`config.mk`:
```
export PLATFORM = sky130hd
export DESIGN_NAME = cnlc_sum_tree
export DESIGN_NICKNAME = d
export VERILOG_FILES = /design/src/rtl/core/cnlc_pkg.sv /design/src/rtl/core/cnlc_sum_tree.sv
export SDC_FILE = /design/constraint.sdc
export NUM_CORES = 1
export LEC_CHECK = 0
export BUFFER_PORTS_ARGS = -buffer_cell sky130_fd_sc_hd__buf_2
export CAP_MARGIN = 20
export CORE_MARGIN = 2
export CORE_UTILIZATION = 50
export DETAILED_ROUTE_END_ITERATION = 10
export MAX_ROUTING_LAYER = met4
export PLACE_DENSITY = 0.72
export SLEW_MARGIN = 20
export SYNTH_ARGS = -nofsm -noshare
export SYNTH_HDL_FRONTEND = slang
export SYNTH_SLANG_ARGS = --single-unit
```
`constraint.sdc`:
```
create_clock -name clk -period 3.59 [get_ports clk]
set_clock_uncertainty 0.15 [all_clocks]
set_input_delay 0.1795 -clock clk [delete_from_list [all_inputs] [get_ports clk]]
set_output_delay 0.1795 -clock clk [all_outputs]
set_load 0.02 [all_outputs]
```
`src/rtl/core/cnlc_pkg.sv`:
```
// ----------------------------------------------------------------------------
// cnlc_pkg
// Shared types, constants and helper functions of the card number Luhn
// classifier: the binary-to-BCD conversion word, result codes and the
// digit weighting used by the checksum.
// ----------------------------------------------------------------------------
package cnlc_pkg;

	// Width of the binary card number and of its decimal form.
	localparam int unsigned BIN_W        = 54;
	localparam int unsigned BCD_DIGITS   = 17;
	localparam int unsigned BCD_W        = 4 * BCD_DIGITS;
	localparam int unsigned DIGIT_COUNT  = 16;
	localparam int unsigned SUM_W        = 8;
	localparam int unsigned PAIR_W       = 5;
	localparam int unsigned QUAD_W       = 7;

	// Result codes of card_kind.
	typedef enum logic [1:0] {
		KIND_INVALID = 2'd0,
		KIND_FIFTEEN = 2'd1,
		KIND_SIXTEEN = 2'd2,
		KIND_FOUR    = 2'd3
	} kind_t;

	typedef logic [3:0] digit_t;

	// Word handed from one conversion cell to the next.
	typedef struct packed {
		logic [BCD_W-1:0] bcd;
		logic [BIN_W-1:0] bin;
	} dabble_t;

	// Weight of one digit: digits at odd positions are doubled, and nine is
	// taken off a double above nine.
	function automatic logic [PAIR_W-1:0] luhn_weight(input digit_t d, input logic odd);
		logic [PAIR_W-1:0] dbl;
		dbl = {d, 1'b0};
		if (!odd) begin
			return PAIR_W'(d);
		end else if (dbl > PAIR_W'(9)) begin
			return dbl - PAIR_W'(9);
		end else begin
			return dbl;
		end
	endfunction

	// True when the sum is a multiple of ten (sums stay below 180).
	function automatic logic is_mult10(input logic [SUM_W-1:0] s);
		logic hit;
		hit = 1'b0;
		for (int k = 0; k < 18; k++) begin
			if (s == SUM_W'(k * 10)) begin
				hit = 1'b1;
			end
		end
		return hit;
	endfunction

	// Issuer class from length and leading digits, before the Luhn gate.
	function automatic kind_t classify(input logic [BCD_W-1:0] bcd);
		digit_t d12, d13, d14, d15, d16;
		logic   z16;
		d12 = bcd[4*12 +: 4];
		d13 = bcd[4*13 +: 4];
		d14 = bcd[4*14 +: 4];
		d15 = bcd[4*15 +: 4];
		d16 = bcd[4*16 +: 4];
		z16 = (d16 == 4'd0);
		if (z16 && d15 == 4'd0 && d14 == 4'd3 && (d13 == 4'd4 || d13 == 4'd7)) begin
			return KIND_FIFTEEN;
		end else if (z16 && d15 == 4'd5 && d14 >= 4'd1 && d14 <= 4'd5) begin
			return KIND_SIXTEEN;
		end else if ((z16 && d15 == 4'd0 && d14 == 4'd0 && d13 == 4'd0 && d12 == 4'd4)
				|| (z16 && d15 == 4'd4)) begin
			return KIND_FOUR;
		end else begin
			return KIND_INVALID;
		end
	endfunction

endpackage

```
`src/rtl/core/cnlc_sum_tree.sv`:
```
// ----------------------------------------------------------------------------
// cnlc_sum_tree
// Three-stage registered adder tree that forms the Luhn sum over the sixteen
// low digits, checks it for a multiple of ten and gates the issuer class.
// ----------------------------------------------------------------------------
module cnlc_sum_tree (
	input  logic                       clk,
	input  logic                       arst_n,
	input  logic                       up_valid,
	output logic                       up_ready,
	input  logic [cnlc_pkg::BCD_W-1:0] up_bcd,
	output logic                       dn_valid,
	input  logic                       dn_ready,
	output cnlc_pkg::kind_t            dn_kind,
	output logic                       dn_ok,
	output logic [cnlc_pkg::SUM_W-1:0] dn_sum
);
	import cnlc_pkg::*;

	localparam int unsigned PAIRS = DIGIT_COUNT / 2;
	localparam int unsigned QUADS = 2;
	localparam int unsigned PER_Q = PAIRS / QUADS;

	logic                  valid_s1, valid_s2, valid_s3;
	logic                  rdy_s1, rdy_s2, rdy_s3;
	logic [PAIR_W-1:0]     pair_s1 [PAIRS];
	kind_t                 kind_s1, kind_s2, kind_s3;
	logic [QUAD_W-1:0]     quad_s2 [QUADS];
	logic [SUM_W-1:0]      sum_s3;
	logic                  ok_s3;
	logic [PAIR_W-1:0]     pair_d   [PAIRS];
	logic [QUAD_W-1:0]     quad_d   [QUADS];
	logic [SUM_W-1:0]      sum_d;

	// Ready chain, back to front.
	assign rdy_s3   = !valid_s3 || dn_ready;
	assign rdy_s2   = !valid_s2 || rdy_s3;
	assign rdy_s1   = !valid_s1 || rdy_s2;
	assign up_ready = rdy_s1;

	// Weighted digit pairs: even position plain, odd position doubled.
	always_comb begin
		for (int k = 0; k < PAIRS; k++) begin
			pair_d[k] = luhn_weight(up_bcd[4*(2*k) +: 4], 1'b0)
				+ luhn_weight(up_bcd[4*(2*k+1) +: 4], 1'b1);
		end
	end

	// Pairs folded into two partial sums.
	always_comb begin
		for (int m = 0; m < QUADS; m++) begin
			quad_d[m] = '0;
			for (int k = 0; k < PER_Q; k++) begin
				quad_d[m] = quad_d[m] + QUAD_W'(pair_s1[m*PER_Q + k]);
			end
		end
	end

	assign sum_d = SUM_W'(quad_s2[0]) + SUM_W'(quad_s2[1]);

	// Stage valid bits.
	always_ff @(posedge clk or negedge arst_n) begin
		if (!arst_n) begin
			valid_s1 <= 1'b0;
			valid_s2 <= 1'b0;
			valid_s3 <= 1'b0;
		end else begin
			if (rdy_s1) begin
				valid_s1 <= up_valid;
			end
			if (rdy_s2) begin
				valid_s2 <= valid_s1;
			end
			if (rdy_s3) begin
				valid_s3 <= valid_s2;
			end
		end
	end

	// Stage payloads.
	always_ff @(posedge clk) begin
		if (rdy_s1 && up_valid) begin
			pair_s1 <= pair_d;
			kind_s1 <= classify(up_bcd);
		end
		if (rdy_s2 && valid_s1) begin
			quad_s2 <= quad_d;
			kind_s2 <= kind_s1;
		end
		if (rdy_s3 && valid_s2) begin
			sum_s3  <= sum_d;
			ok_s3   <= is_mult10(sum_d);
			kind_s3 <= is_mult10(sum_d) ? kind_s2 : KIND_INVALID;
		end
	end

	assign dn_valid = valid_s3;
	assign dn_kind  = kind_s3;
	assign dn_ok    = ok_s3;
	assign dn_sum   = sum_s3;

endmodule

```
Yosys cells after proc, flatten, opt, wreduce, memory -nomap -nowiden
Cells that the tools add are included.
{"block": "totals", "output_inout_bits": 13, "in_bits": 72, "ff_bits": 72}
{"block": "classes", "magnitude_cmp": 10, "n_eq_ne": 23, "mux": 29, "add_sub_neg": 23, "reduce_logical": 26}
{"cell": "$eq 8x7->1 const B", "count": 6}
{"cell": "$add 4x5->5", "count": 8}
{"cell": "$eq 8x8->1 const B", "count": 5}
{"cell": "$gt 5x4->1 const B", "count": 8}
{"cell": "$mux 5", "count": 8}
{"cell": "$sub 5x4->5 const B", "count": 8}
{"cell": "$eq 8x6->1 const B", "count": 3}
{"cell": "$eq 4x3->1 const B", "count": 5}
{"cell": "$mux 1", "count": 19}
{"cell": "$eq 8x5->1 const B", "count": 2}
{"cell": "$logic_not 4->1", "count": 4}
{"cell": "$add 6x5->7", "count": 2}
{"cell": "$add 7x5->7", "count": 2}
{"cell": "$logic_and 1x1->1", "count": 13}
{"cell": "$add 5x5->6", "count": 2}
{"cell": "$add 7x7->8", "count": 1}
{"cell": "$eq 8x4->1 const B", "count": 1}
{"cell": "$logic_not 8->1", "count": 1}
{"cell": "$logic_or 1x1->1", "count": 5}
{"cell": "$eq 4x2->1 const B", "count": 1}
{"cell": "$ge 4x1->1 const B", "count": 1}
{"cell": "$le 4x3->1 const B", "count": 1}
{"cell": "$mux 2", "count": 2}
{"cell": "$logic_not 1->1", "count": 3}

Logic depth before layout (Yosys ltp)
{"block": "depth", "ltp_word": 21, "depth_mapped": 10}

Least setup slack after synthesis
No wires, ideal clock.
{"block": "synth_timing", "path_type": "register to register", "startpoint": "register pair_s1[21] (netlist bit)", "endpoint": "register quad_s2[12] (netlist bit) (data pin)", "setup_slack_ps": 876, "stages_incl_launch_ff": 10, "required_time_ps": 3182, "synth_period_minus_slack_ps": 2714, "arrival_ps": 2307, "path_cell_list": "edfxtp_1 -> fa_1 -> fa_1 -> ha_1 -> inv_1 -> fa_1 -> inv_1 -> a21o_1 -> a21oi_1 -> xnor2_1"}
{"element": "start, declared", "line": "cnlc_sum_tree.sv:26", "rtl": "logic [PAIR_W-1:0] pair_s1 [PAIRS];"}
{"element": "start signal, assigned", "line": "cnlc_sum_tree.sv:83", "rtl": "pair_s1 <= pair_d;"}
{"element": "end signal, assigned", "line": "cnlc_sum_tree.sv:87", "rtl": "quad_s2 <= quad_d;"}
{"element": "end, declared", "line": "cnlc_sum_tree.sv:28", "rtl": "logic [QUAD_W-1:0] quad_s2 [QUADS];"}

Worst setup path after layout
{"block": "layout_timing", "startpoint": "register quad_s2[3] (netlist bit)", "endpoint": "register kind_s3[1], in the netlist dn_kind[1] (data pin)"}
{"block": "layout_between", "elab_chain_cells": 21, "word_cells_on_any_way": 38}
{"element": "$add 7x7->8 *", "line": "cnlc_sum_tree.sv:59", "rtl": "assign sum_d = SUM_W'(quad_s2[0]) + SUM_W'(quad_s2[1]);"}
{"element": "$logic_not 8->1", "line": "cnlc_pkg.sv:53", "rtl": "if (s == SUM_W'(k * 10)) begin"}
{"element": "$mux 1 (8 in series)", "line": "cnlc_pkg.sv:53"}
{"element": "$mux 1 (4 in series)"}
{"element": "$mux 1 (5 in series)", "line": "cnlc_pkg.sv:53"}
{"element": "$mux 1 *", "line": "cnlc_pkg.sv:53"}
{"element": "$mux 1 *", "line": "cnlc_sum_tree.sv:90", "rtl": "if (rdy_s3 && valid_s2) begin"}
{"element": "end signal, assigned", "line": "cnlc_sum_tree.sv:93", "rtl": "kind_s3 <= is_mult10(sum_d) ? kind_s2 : KIND_INVALID;"}
{"element": "end, declared", "line": "cnlc_sum_tree.sv:27", "rtl": "kind_t kind_s1, kind_s2, kind_s3;"}
Mark *: on every way between the ends. The rest lies on a longest branch, timed or not. The select of a mux whose other input is x is not followed.
A chain may end at the register's enable or synchronous reset.

==> results.rst <==
.. list-table::
   :header-rows: 1

   * - Metric
     - Value
   * - Outcome
     - complete, no violations
   * - Rows
     - 38
   * - Routed via count
     - 3,781
   * - Commonest non-fill, non-tap cell in the layout
     - buf_2
   * - Upper clock frequency limit
     - 335 MHz
   * - Drt pass-1 iters
     - 4
   * - Required arrival time at the worst endpoint
     - 3.53 ns
   * - Fraction of final layout cells with drive strength greater than 1
     - 19.2%
   * - Flip-flop and latch count after synthesis
     - 72
   * - Final total negative setup slack
     - 0 ns
   * - Vias in the first global route
     - ~3,700
   * - Share of power burned in registers
     - between 20% and 30%
   * - Worst reg2reg path depth
     - 8
   * - Period minus WS final
     - 2.99 ns
   * - Hold violation count in the final report
     - 0
   * - Clock tree root driver cell
     - clkbuf_8
   * - Post-synth design cell area
     - 0.00545 sq mm
   * - Synthesized netlist cell count
     - 478
   * - Power share of the clock group
     - 11.3%
   * - WHS Path Cells
     - 2
   * - Mean number of vias per cell
     - 5.24
   * - Transition time at the pin with the least slew margin
     - 0.939 ns
   * - Initial antenna violation count
     - 0
   * - Critical Path Fanout Max
     - 7
   * - Remaining DRCs
     - 0
   * - CTS tree
     - yes
   * - Placer's final routability congestion estimate
     - ~0.83
   * - CTS clock-pin slew for the worst setup and hold paths
     - 0.07 ns
   * - Cells along the critical path
     - ha_1 -> a2111oi_0 -> o21ai_0 -> a311oi_2 -> a21oi_1 -> mux2_2 -> a21boi_2 -> a21oi_1
   * - Port Buffers
     - 84
   * - Post-synth EDFFs
     - 69
   * - Max transition margin
     - 37.4%
   * - RSZ-0062 raised after global routing
     - no
   * - Remaining antenna violation count
     - 0
   * - Wire length of the first global-routing pass
     - between 15,000 and 20,000 um
   * - Fraction of the cycle the final worst path needs
     - 83.2%
   * - Syn_nets
     - 642
   * - Cts bufs inserted
     - 9
   * - Number of different library cells in the post-synthesis netlist
     - 51
   * - Global Route Usage Sum
     - 18.4%
   * - Number of buffers on the longest clock path
     - 2
   * - Cell type contributing the most total cell area after synthesis
     - edfxtp_1
   * - H-Tree Depth
     - 3
   * - Power per standard cell area
     - 760 mW/mm^2
   * - Routed wirelength normalized by instance count
     - between 10 and 15 um
   * - Worst Path Buf+Inv
     - 0
   * - Starting density of the core
     - between 50% and 60%
   * - Leakage power figure
     - 2.78 nW
   * - Total gr overflow
     - 0
   * - Area contributors post-synth
     - edfxtp_1, ha_1, fa_1
   * - Proportion of synthesized chip area in sequential cells
     - 39.4%
   * - Placeable Area
     - ~0.011 sq mm
   * - DIE WIDTH
     - roughly 110 um
   * - Avg Synthesized Cell Area
     - 11.4 sq um
   * - Crit path max-delay cell type
     - a2111oi_0
   * - Cell mode on critical path
     - a21oi_1
   * - Detailed Route WL
     - just under 10,000 um
   * - Cell Int Power
     - about 0.0028 W
   * - Sinks on the clock net
     - 72
   * - Crit start category
     - register
   * - Share of the core filled with cells in the final layout
     - 58.3%
   * - Max-cap violations
     - 0
   * - IR drop worst, VDD
     - 521 uV
   * - Clock latency reported for the late side of the worst-skew pair
     - 0.35 ns
   * - Area Overhead vs Synth
     - 15.0%
   * - Area share of the largest cell type after synthesis
     - 38.0%
   * - YS warnings
     - 0
   * - Fraction of synthesis flops using an asynchronous set or reset pin
     - 4.17%
   * - Slowest stage delay, CP
     - 0.55 ns
   * - Leading cell types in the layout, fill and taps excluded
     - buf_2, edfxtp_1, ha_1
   * - Logic depth of the worst path, buffers included
     - 8
   * - Die height
     - 108 um
   * - Worst endpoint data arrival time
     - ~2.9 ns
   * - Worst Hold Class
     - input port to register
   * - Pins Over Slew Limit
     - 0
   * - Number of buffers added for setup after CTS
     - 0
   * - Setup Crit Path Kind
     - register to register
   * - Combinational power share
     - 59.6%
   * - Filler cell count
     - roughly 950
   * - Antenna diodes
     - 0
   * - Top FF cell, synth
     - edfxtp_1
   * - Final #Nets
     - approximately 740
   * - Dpl hpwl
     - between 7000 and 8000 um
   * - Switching power share of the total
     - roughly two fifths
   * - Net Sw Power
     - between 0.0015 and 0.002 W
   * - Ports placed on the boundary
     - 85
   * - Die ar.
     - between 0.01 and 0.015 sq mm
   * - Top Family by Delay on Critical Path
     - compound AO/OA/AOI/OAI gates
   * - Initial DRC count
     - 180
   * - Largest net degree at the start of global routing
     - 43
   * - Category of the worst setup path capture point
     - register
   * - Total setup violations reported at the end of the flow
     - 0
## final timing paths
kind | start | endpoint | slack [ns]
worst max register to register | quad_s2[3] | dn_kind[1] | 0.60
worst min register to register | kind_s1[1] | kind_s2[1] | 0.32
worst max-delay path | quad_s2[3] | dn_kind[1] | 0.60
worst min-delay path | up_bcd[48] | pair_s1[5] | 0.03
max in group asynchronous | arst_n | valid_s1 | 2.59
min in group asynchronous | arst_n | dn_valid | 0.55
## metal layers
layer	part of all wire [%]	up-vias	routed length (um)	global-route usage, %
met5	0	-	0	-
met4	2.0	0	192	8.06
met3	3.4	18	326	2.29
met2	49	92	4780	30.4
met1	46	1760	4430	22.7
li1	-	1911	-	-
## what timing repair did
action | CTS | global route
hold endpoints to repair | 11 | 0
resized for setup | 0 | 0
hold buffers | 9 | 0
## cell families (layout without fill, tap and decap cells)
logic type | count (synthesis) | in the layout | synth area share [%]
simple gates | 97 | 97 | 8.95
xor+xnor | 45 | 45 | 7.74
mux | 10 | 10 | 1.86
flops | 72 | 72 | 39.4
buf+inv | 55 | 159 | 3.99
fa+ha+maj | 92 | 92 | 25.1
compound gates | 107 | 107 | 12.9
## power groups by stage
| stage | combinational [W] | clock [W] | sequential, W |
|---|---|---|---|
| 6_report | 0.00284 | 0.000539 | 0.00139 |
| 5_1_grt | 0.00319 | 0.000586 | 0.00141 |
| 4_1_cts | 0.00284 | 0.000556 | 0.00139 |
| 3_5_place_dp | 0.00281 | 0 | 0.00141 |
| 3_3_place_gp | 0.00272 | 0 | 0.00140 |
| 2_1_floorplan | 0.00215 | 0 | 0.00147 |
## worst register-to-register path: stages (launching register included)
cell	delay, ns
edfxtp_1	0.38
ha_1	0.40
a2111oi_0	0.56
o21ai_0	0.22
a311oi_2	0.36
a21oi_1	0.10
mux2_2	0.29
a21boi_2	0.18
a21oi_1	0.09
## Yosys cell counts, types with 3 or more instances
library cell  instances
mux2i_1               9
and2_1                3
nand2b_1              7
a21oi_1              41
o21a_1               10
nor4_1                8
edfxtp_1             69
ha_1                 63
or2_2                 3
nor4b_1               3
a211oi_1              3
nor2b_1               5
xnor2_1              26
a21o_1               21
dfrtp_1               3
buf_2                 3
nor2_1               22
inv_1                50
fa_1                 29
nand3_1               3
nand2_1              29
o21ai_0              16
xor2_1               17
nor3_1                5
## metrics by stage
stage | cell area (sq um) | total power (W) | hold slack [ns] | setup slack, ns | std cells
finish | 6270 | 0.00477 | 0.0285 | 0.603 | 722
detailed placement | 6020 | 0.00421 | -0.169 | 0.712 | 697
global placement | 6020 | 0.00412 | -0.172 | 0.794 | 697
CTS | 6270 | 0.00479 | 0.0124 | 0.680 | 722
floorplan | 5450 | 0.00361 | -0.266 | 0.876 | 478
global route | 6270 | 0.00518 | 0.0280 | 0.382 | 722
## final cells by class
| class | count | area, sq um | share of cell area, % |
|---|---|---|---|
| clock buffers | 9 | 124 | 1.98 |
| well taps | 140 | 175 | 2.79 |
| clock inverters | 7 | 38.8 | 0.619 |
| repair buffers | 93 | 510 | 8.14 |
| inverters | 50 | 188 | 2.99 |
| flip-flops and latches | 72 | 2150 | 34.2 |
| multi-input cells | 351 | 3090 | 49.2 |
## flip-flops by register name, summed over array words and instances, names as in the netlist
signal	cells
dn_kind	2
dn_ok	1
dn_sum	8
dn_valid	1
kind_s1	2
kind_s2	2
pair_s1	40
quad_s2	14
valid_s1	1
valid_s2	1
(Power assumes the default switching activity.)
