--- config.mk ---
export PLATFORM = sky130hd
export DESIGN_NAME = cnlc_dabble_cell
export DESIGN_NICKNAME = d
export VERILOG_FILES = /design/src/rtl/core/cnlc_pkg.sv /design/src/rtl/core/cnlc_dabble_cell.sv
export SDC_FILE = /design/constraint.sdc
export NUM_CORES = 1
export LEC_CHECK = 0
export ABC_AREA = 1
export BUFFER_PORTS_ARGS = -buffer_cell sky130_fd_sc_hd__clkbuf_2
export CORE_UTILIZATION = 48
export DETAILED_ROUTE_END_ITERATION = 8
export PLACE_DENSITY = 0.92
export SYNTH_ARGS = -nofsm -noshare
export SYNTH_HDL_FRONTEND = slang
export SYNTH_SLANG_ARGS = --single-unit
export TNS_END_PERCENT = 1
--- constraint.sdc ---
create_clock -name clk -period 8.15 [get_ports clk]
set_clock_uncertainty 0.15 [all_clocks]
set_input_delay 1.63 -clock clk [delete_from_list [all_inputs] [get_ports clk]]
set_output_delay 1.63 -clock clk [all_outputs]
set_load 0.1 [all_outputs]
--- src/rtl/core/cnlc_pkg.sv ---
// ----------------------------------------------------------------------------
// cnlc_pkg
// Shared types, constants and helper functions of the card number Luhn
// classifier: the binary-to-BCD conversion word, result codes and the
// digit weighting used by the checksum.
// ----------------------------------------------------------------------------
package cnlc_pkg;

	// Width of the binary card number and of its decimal form.
	localparam int unsigned BIN_W        = 54;
	localparam int unsigned BCD_DIGITS   = 17;
	localparam int unsigned BCD_W        = 4 * BCD_DIGITS;
	localparam int unsigned DIGIT_COUNT  = 16;
	localparam int unsigned SUM_W        = 8;
	localparam int unsigned PAIR_W       = 5;
	localparam int unsigned QUAD_W       = 7;

	// Result codes of card_kind.
	typedef enum logic [1:0] {
		KIND_INVALID = 2'd0,
		KIND_FIFTEEN = 2'd1,
		KIND_SIXTEEN = 2'd2,
		KIND_FOUR    = 2'd3
	} kind_t;

	typedef logic [3:0] digit_t;

	// Word handed from one conversion cell to the next.
	typedef struct packed {
		logic [BCD_W-1:0] bcd;
		logic [BIN_W-1:0] bin;
	} dabble_t;

	// Weight of one digit: digits at odd positions are doubled, and nine is
	// taken off a double above nine.
	function automatic logic [PAIR_W-1:0] luhn_weight(input digit_t d, input logic odd);
		logic [PAIR_W-1:0] dbl;
		dbl = {d, 1'b0};
		if (!odd) begin
			return PAIR_W'(d);
		end else if (dbl > PAIR_W'(9)) begin
			return dbl - PAIR_W'(9);
		end else begin
			return dbl;
		end
	endfunction

	// True when the sum is a multiple of ten (sums stay below 180).
	function automatic logic is_mult10(input logic [SUM_W-1:0] s);
		logic hit;
		hit = 1'b0;
		for (int k = 0; k < 18; k++) begin
			if (s == SUM_W'(k * 10)) begin
				hit = 1'b1;
			end
		end
		return hit;
	endfunction

	// Issuer class from length and leading digits, before the Luhn gate.
	function automatic kind_t classify(input logic [BCD_W-1:0] bcd);
		digit_t d12, d13, d14, d15, d16;
		logic   z16;
		d12 = bcd[4*12 +: 4];
		d13 = bcd[4*13 +: 4];
		d14 = bcd[4*14 +: 4];
		d15 = bcd[4*15 +: 4];
		d16 = bcd[4*16 +: 4];
		z16 = (d16 == 4'd0);
		if (z16 && d15 == 4'd0 && d14 == 4'd3 && (d13 == 4'd4 || d13 == 4'd7)) begin
			return KIND_FIFTEEN;
		end else if (z16 && d15 == 4'd5 && d14 >= 4'd1 && d14 <= 4'd5) begin
			return KIND_SIXTEEN;
		end else if ((z16 && d15 == 4'd0 && d14 == 4'd0 && d13 == 4'd0 && d12 == 4'd4)
				|| (z16 && d15 == 4'd4)) begin
			return KIND_FOUR;
		end else begin
			return KIND_INVALID;
		end
	endfunction

endpackage

--- src/rtl/core/cnlc_dabble_cell.sv ---
// ----------------------------------------------------------------------------
// cnlc_dabble_cell
// One step of the binary-to-BCD conversion: every BCD digit of five or more
// gets three added, then the top binary bit is shifted into the BCD word.
// ----------------------------------------------------------------------------
module cnlc_dabble_cell (
	input  logic              clk,
	input  logic              arst_n,
	input  logic              up_valid,
	output logic              up_ready,
	input  cnlc_pkg::dabble_t up_data,
	output logic              dn_valid,
	input  logic              dn_ready,
	output cnlc_pkg::dabble_t dn_data
);
	import cnlc_pkg::*;

	logic    valid_q;
	dabble_t data_q;
	dabble_t step;
	logic [BCD_W-1:0] adj;

	// Correct each digit, then shift one bit across.
	always_comb begin
		for (int j = 0; j < BCD_DIGITS; j++) begin
			if (up_data.bcd[4*j +: 4] >= 4'd5) begin
				adj[4*j +: 4] = up_data.bcd[4*j +: 4] + 4'd3;
			end else begin
				adj[4*j +: 4] = up_data.bcd[4*j +: 4];
			end
		end
		step.bcd = {adj[BCD_W-2:0], up_data.bin[BIN_W-1]};
		step.bin = {up_data.bin[BIN_W-2:0], 1'b0};
	end

	// The cell takes an item when it is empty or its item moves on.
	assign up_ready = !valid_q || dn_ready;

	always_ff @(posedge clk or negedge arst_n) begin
		if (!arst_n) begin
			valid_q <= 1'b0;
		end else if (up_ready) begin
			valid_q <= up_valid;
		end
	end

	always_ff @(posedge clk) begin
		if (up_ready && up_valid) begin
			data_q <= step;
		end
	end

	assign dn_valid = valid_q;
	assign dn_data  = data_q;

endmodule

## Word level (Yosys, flattened, before mapping)

Index checks and enable logic that the tools add are counted.

- Bits in registers: 122

- Add/subtract/negate cells: 17
- $lt $le $gt $ge: 17
- Mux-type cells: 17
- Reductions and logical operators: 3

Operators by type and width:

| operator | count |
|---|---|
| >= comparator 4 x 3 -> 1 bit (second input constant) | 17 |
| adder 4 x 2 -> 4 bit (second input constant) | 16 |
| 2-to-1 mux 4 bit | 16 |
| adder 3 x 2 -> 3 bit (second input constant) | 1 |
| 2-to-1 mux 3 bit | 1 |
| logical AND 1 bit | 1 |
| logical NOT 1 bit | 1 |
| logical OR 1 bit | 1 |

## Longest topological paths before layout

Gate-level depths: netlist (run 1).

- Depth after elaboration: 3
- Depth in mapped cells: 7
- Gate-level depth less buffers: 7

## Worst setup path before layout (run 1)

Ideal clock, no wire load.

- Path kind: input to register
- Start: input port up_valid
- End: register data_q, in the netlist dn_data[100], enable pin
- Library setup time: 640 ps
- Data arrival time: 7501 ps
- Data required time: 7360 ps
- Setup slack: -140 ps
- Cell stages on the path: 2
- Path buffers: 0
- Path through: inv_1 > a21oi_1

- Longest elaborated chain between the ends: 1

Ends and longest elaborated chain:

| what | RTL line | text |
|---|---|---|
| from (decl) | cnlc_dabble_cell.sv:9 | `input logic up_valid,` |
| logical AND 1 bit | cnlc_dabble_cell.sv:48 | `if (up_ready && up_valid) begin` |
| to (signal assigned) | cnlc_dabble_cell.sv:49 | `data_q <= step;` |
| to (decl) | cnlc_dabble_cell.sv:19 | `dabble_t data_q;` |

No other way between the ends.
A chain may end at the register's enable or synchronous reset.

## Final worst setup path (run 1)

- Start: input port dn_ready
- End: output port up_ready

- Longest elaborated chain between the ends: 1

Ends and longest elaborated chain:

| what | RTL line | text |
|---|---|---|
| from (decl) | cnlc_dabble_cell.sv:13 | `input logic dn_ready,` |
| logical OR 1 bit | cnlc_dabble_cell.sv:37 | `assign up_ready = !valid_q \|\| dn_ready;` |
| to (decl) | cnlc_dabble_cell.sv:10 | `output logic up_ready,` |

No other way between the ends.

==> results.yml, run 1 <==
outcome:
  outcome: "completed"
layout:
  syn2layout_area_growth_pct: 35.7
  finalNetCount: 920
  post-route-util: 0.670
  diodes: 0
  final_cells: 916
  drive_above_1_share: 0.417
  fillers: 829
clocking:
  htreeDepth: 4
  root_buffer: "clkbuf_16"
  ctsResizeCount: 0
  clkSinkCount: 122
  clk_pin_slew_ps: 50
  post-cts-setup-buffers: 0
  clk_latency_ps: 410
  clockBufferDepth: 2
  cts_tree: "yes"
  cts_hold_buf: 0
  cts_inserted_buffers: 17
floorplanning:
  die_area_um2: 12200
  rows: 39
  die_h_um: 111
  initial_core_util: 0.494
  boundaryPins: 250
  coreArea_um2: 11500
  die-width_um: 111
synthesis:
  ys_top_cells_by_area: "edfxtp_1 64%, ha_1 7.5%, nand2_1 6.8%"
  synth_top_family_by_area: "simple AND/OR/NAND/NOR gates"
  synthArstFlopShare: 0.00820
  yosysSeqAreaShare: 0.646
  synth-adder-area-share: 0.0751
  avgSynthCellArea_um2: 11.5
  synth_area_leader_cell: "edfxtp_1"
  synthSimpleGateAreaFrac: 0.129
  syn-num-nets: 652
  yosysWarnings: 0
  ys_ff_latch: 122
  muxShareOfSynthArea: 0
  netlist_area_um2: 5670
  syn-instance-count: 492
  ys_types: 17
  synth_top_area_frac: 0.641
  synth_compound_area_frac: 0.0934
  synth_edf_count: 121
  synthFlopType: "edfxtp_1"
  synth_xor_area_frac: 0
detailed_routing:
  vias: 4457
  first_pass_iters: 4
  avgViaCountPerCell: 4.87
  ant_nets: 0
  drt_iter0_drc: 391
  routed_wl_mm: 12.2
  wl_per_cell_um: 13.3
  drc: 0
sta:
  slew_viol_final: 0
  setup_viol: 0
  tightestPinTransition_ps: 967
  hold_viol: 0
  maxSlewHeadroom: 0.355
  final.setup.worst_slack_ps: 4070
  rsz0062_at_grt: "no"
  period_share: 0.500
  period_needed_ps: 4080
  tns_ps: 0
  timing.fmax_ghz: 0.245
worst_setup_path:
  crit_path_start: "dn_ready"
  critPathCaptureType: "primary output"
  reg2reg_from: "dn_valid$_DFFE_PN0P_"
  cp.arrival_ps: 2300
  cp-start-kind: "input pin"
  timing.setup.critical_path_class: "in2out"
  path_max_fanout: 2
  critical_path_required_ps: 6370
pwr:
  p_leak_nw: 3.72
  power.density_nw_per_um2: 255
  ir_drop_uv: 206
place:
  port_buffers: 248
  dpl.hpwl_mm: 9.48
  dpl_worst_slack_ps: 4070
  dpl.cell_count: 884
  gp_congestion: 0.843
grt:
  antenna_found_initial: 0
  grt_pass1_vias: 4276
  overflow: 0
  groute.usage.overall: 0.207
  grt_pass1_wl_mm: 19.5
  grt_max_degree: 80
hold_path:
  hold_class: "reg2reg"
  hp-start: "dn_valid$_DFFE_PN0P_"
run:
  drv_cap: 0
## sequential cells by signal (all words and copies together), names as in the netlist
register,cells
dn_data,121
dn_valid,1
## report_power, final
part | total, mW | leakage [nW] | internal (mW) | switching, mW
Sequential | 0.755 | 1.17 | 0.744 | 0.0114
Clock | 0.739 | 0.283 | 0.477 | 0.261
Combinational | 0.466 | 2.27 | 0.0791 | 0.387
## kinds of logic after synthesis
family          after synthesis
compound gates               90
fa+ha+maj                    34
other cells                   1
flops                       122
buf+inv                      83
simple gates                162
## through the flow
stage | instance area, um2 | total power, mW | hold slack (ps)
4_1_cts | 7690 | 1.97 | 439
3_3_place_gp | 7100 | 1.23 | 422
3_5_place_dp | 7100 | 1.24 | 422
2_1_floorplan | 5670 | 1.14 | 1180
6_report | 7690 | 1.96 | 442
5_1_grt | 7690 | 2.03 | 506
## layout make-up
type	count	area (um2)	area share
clock buffers	19	433	0.0563
clock inverters	13	151	0.0197
inverters	82	308	0.0400
multi-input cells	287	1700	0.221
flip-flops and latches	122	3660	0.476
well taps	143	179	0.0233
repair buffers	250	1260	0.163
## cell usage after synthesis, types with 5 or more instances
cell	count
inv_2	5
nor2_1	15
inv_1	77
o21ai_2	16
o21ai_0	44
nand2_2	5
nand2_1	103
nor2_4	10
a21oi_1	25
a21oi_2	5
edfxtp_1	121
ha_1	34
nand3_1	28
## final timing paths
path / end / slack [ps] / depth (start not counted)
max: up_ready / 4070 / 4
max in group asynchronous: dn_valid$_DFFE_PN0P_ / 6930 / 1
min in group asynchronous: dn_valid$_DFFE_PN0P_ / 830 / 1
min: dn_valid$_DFFE_PN0P_ / 440 / 2
max reg2reg: dn_data[12]$_DFFE_PP_ / 5700 / 3
min reg2reg: dn_valid$_DFFE_PN0P_ / 440 / 2
## critical path: stages
cell and delay (ps):
clkbuf_2 70, inv_1 60, nand2_1 80, clkbuf_2 450
## cells in the final DEF, fill, tap and decap left out
cell type   synthesis  routed
edfxtp_1          121     121
clkbuf_1            0       2
a21oi_1            25      24
bufinv_16           0       3
clkinvlp_4          0       3
dfrtp_1             1       1
inv_1              77      77
a21oi_4             0       1
clkbuf_16           0      17
o21ai_0            44      44
inv_6               0       1
buf_4               1       2
o21ai_2            16      16
a21oi_2             5       5
nand3_1            28      28
clkinv_2            0       6
clkbuf_2            0     248
conb_1              1       1
nand2_2             5       5
nor2_4             10      10
inv_2               5       5
nor2_1             15      15
nand2_1           103     103
nand4_1             1       1
ha_1               34      34
## layer usage
metal	GRT usage	share of wire	vias to the layer above
met5	0	0	-
met4	0.0969	0.025	0
met3	0.0675	0.069	27
met2	0.378	0.54	189
met1	0.212	0.37	2031
li1	-	-	2210
(Power assumes the default switching activity.)
==> run 2: changes to the inputs <==
--- a/config.mk
+++ b/config.mk
@@ -5,11 +5,11 @@
 export SDC_FILE = /design/constraint.sdc
 export NUM_CORES = 1
 export LEC_CHECK = 0
-export ABC_AREA = 1
+export ABC_AREA = 0
 export BUFFER_PORTS_ARGS = -buffer_cell sky130_fd_sc_hd__clkbuf_2
-export CORE_UTILIZATION = 48
+export CORE_UTILIZATION = 47
 export DETAILED_ROUTE_END_ITERATION = 8
-export PLACE_DENSITY = 0.92
+export PLACE_DENSITY = 0.91
 export SYNTH_ARGS = -nofsm -noshare
 export SYNTH_HDL_FRONTEND = slang
 export SYNTH_SLANG_ARGS = --single-unit
==> constraint.sdc (replaced) <==
create_clock -name clk -period 3.9 [get_ports clk]
set_clock_uncertainty 0.15 [all_clocks]
set_input_delay 0.78 -clock clk [delete_from_list [all_inputs] [get_ports clk]]
set_output_delay 0.78 -clock clk [all_outputs]
set_load 0.1 [all_outputs]
==> run 2 against run 1 <==
Via count fell by 10%. Register-to-register slack got worse by 3600 ps. Combinational power grew 100%. Worst hold slack got worse by 38 ps. Critical path depth is 1 lower. Synthesized area shrank 4.8%. Sequential share of layout area increased by 1.4 points. Critical path type unchanged. Largest cell class unchanged. Largest power group is now clock. Highest routed layer unchanged.
==> results.yml, run 2 <==
outcome:
  outcome: "completed"
sta:
  period_share: 0.616
  period_needed_ps: 2400
  slew_viol_final: 0
  maxSlewHeadroom: 0.558
  final.setup.worst_slack_ps: 1500
  tns_ps: 0
  tightestPinTransition_ps: 663
  timing.fmax_ghz: 0.416
  hold_viol: 0
  setup_viol: 0
  rsz0062_at_grt: "no"
detailed_routing:
  drt_iter0_drc: 260
  vias: 4002
  first_pass_iters: 4
  wl_per_cell_um: 15.1
  routed_wl_mm: 12.3
  drc: 0
  avgViaCountPerCell: 4.90
  ant_nets: 0
worst_setup_path:
  timing.setup.critical_path_class: "in2out"
  cp.arrival_ps: 1470
  critical_path_required_ps: 2970
  critPathMaxStageDelay_ps: 470
  cp.buffers_inverters: 2
  path_cells: "clkbuf_2, nand2b_1, clkbuf_2"
  ff2ff_path_depth: 3
  crit_family: "buffers and inverters"
  path_max_fanout: 3
  slowest_stage: "clkbuf_2"
  cp-start-kind: "input pin"
  critPathCaptureType: "primary output"
  crit_top_cell: "clkbuf_2"
  cp.depth: 3
clocking:
  root_buffer: "clkbuf_16"
  cts_tree: "yes"
  clk_latency_ps: 400
  htreeDepth: 4
  clockBufferDepth: 2
  cts_inserted_buffers: 17
  ctsResizeCount: 0
  clk_pin_slew_ps: 50
  cts_hold_buf: 1
  clkSinkCount: 122
  post-cts-setup-buffers: 0
pwr:
  p_leak_nw: 3.44
  power.density_nw_per_um2: 563
  ir_drop_uv: 301
  total_power_mw: 4.20
layout:
  finalNetCount: 823
  syn2layout_area_growth_pct: 38.5
  diodes: 0
  layout_commonest_cell: "clkbuf_2"
  post-route-util: 0.677
  final_cell_mix: "248 x clkbuf_2, 121 x edfxtp_1, 67 x nand2_1, 35 x nand2b_1"
  fillers: 782
  largest_reg_flops: 121
  drive_above_1_share: 0.436
  design_area_um2: 7460
floorplanning:
  rows: 38
  boundaryPins: 250
  coreArea_um2: 11000
  die_h_um: 109
  initial_core_util: 0.489
  die_area_um2: 11900
  die-width_um: 109
place:
  gp_congestion: 0.744
  dpl.hpwl_mm: 9.39
  port_buffers: 248
  dpl_worst_slack_ps: 1490
  placed_cell_area_um2: 6820
synthesis:
  ys_types: 15
  synth_edf_count: 121
  avgSynthCellArea_um2: 13.6
  synth.most_common_cell: "edfxtp_1"
  syn-instance-count: 395
  synthFlopType: "edfxtp_1"
  synth_area_leader_cell: "edfxtp_1"
  netlist_area_um2: 5390
  ys_top_cells_by_area: "edfxtp_1 67%, ha_1 7.9%, nand2_1 4.7%"
  yosysSeqAreaShare: 0.679
  synth_common_cells: "121 x edfxtp_1, 67 x nand2_1, 35 x nand2b_1, 34 x ha_1, 34 x inv_1"
  synth_top_area_frac: 0.674
  yosysWarnings: 0
  syn-num-nets: 555
  synthArstFlopShare: 0.00820
  ys_ff_latch: 122
run:
  drv_cap: 0
grt:
  grt_pass1_wl_mm: 18.3
  grt_pass1_vias: 4092
  antenna_found_initial: 0
  groute.usage.overall: 0.208
  grt_max_degree: 122
  overflow: 0
hold_path:
  hold_path_depth: 1
  hold_class: "in2reg"
run 2: kinds of logic after synthesis:
family                   after synthesis  synth area share
buffers and inverters                 35            0.0251
multiplexers                          17            0.0316
adder cells (fa/ha/maj)               34            0.0789
XOR/XNOR                              17            0.0276
AND/OR/NAND/NOR                      120             0.100
other                                  1          0.000696
flip-flops                           122             0.679
AO/OA/AOI/OAI                         49            0.0573
run 2: metrics by stage:
stage,std cells,hold WS (ps)
detailed placement,783,408
global route,816,383
floorplan,395,334
finish,816,404
CTS,816,386
global placement,783,369
run 2: report_power, final:
part	total [mW]	internal [mW]	leakage, nW	switching (mW)
clock	1.67	1.12	0.298	0.542
combinational	0.955	0.167	1.97	0.787
sequential	1.58	1.56	1.17	0.0249
total	4.20	2.85	3.44	1.35
run 2: worst paths after layout:
check                                        end  slack (ps)                 start
setup / recovery                        up_ready        1500              dn_ready
hold / removal              dn_data[6]$_DFFE_PP_         400            up_data[5]
setup reg to reg           dn_data[12]$_DFFE_PP_        2140  dn_valid$_DFFE_PN0P_
hold reg to reg             dn_valid$_DFFE_PN0P_         420  dn_valid$_DFFE_PN0P_
max in group asynchronous   dn_valid$_DFFE_PN0P_        2960                arst_n
min in group asynchronous   dn_valid$_DFFE_PN0P_         550                arst_n
run 2: per-layer routing:
layer,vias up,part of all wire,track usage
li1,1914,-,-
met1,1877,0.33,0.188
met2,182,0.56,0.399
met3,29,0.082,0.0783
met4,0,0.027,0.0994
met5,-,0,0
run 2: worst register-to-register path, cell delays in order (launching register included):
cell and delay (ps):
dfrtp_1 390, nand2b_1 120, and2_4 170, buf_12 470
run 2: area by class of cell:
| type | count | area, um2 | share of cell area |
|---|---|---|---|
| flip-flops and latches | 122 | 3660 | 0.490 |
| well taps | 140 | 175 | 0.0235 |
| multi-input cells | 238 | 1600 | 0.214 |
| clock inverters | 14 | 203 | 0.0272 |
| inverters | 34 | 128 | 0.0171 |
| clock buffers | 18 | 429 | 0.0575 |
| repair buffers | 250 | 1270 | 0.170 |
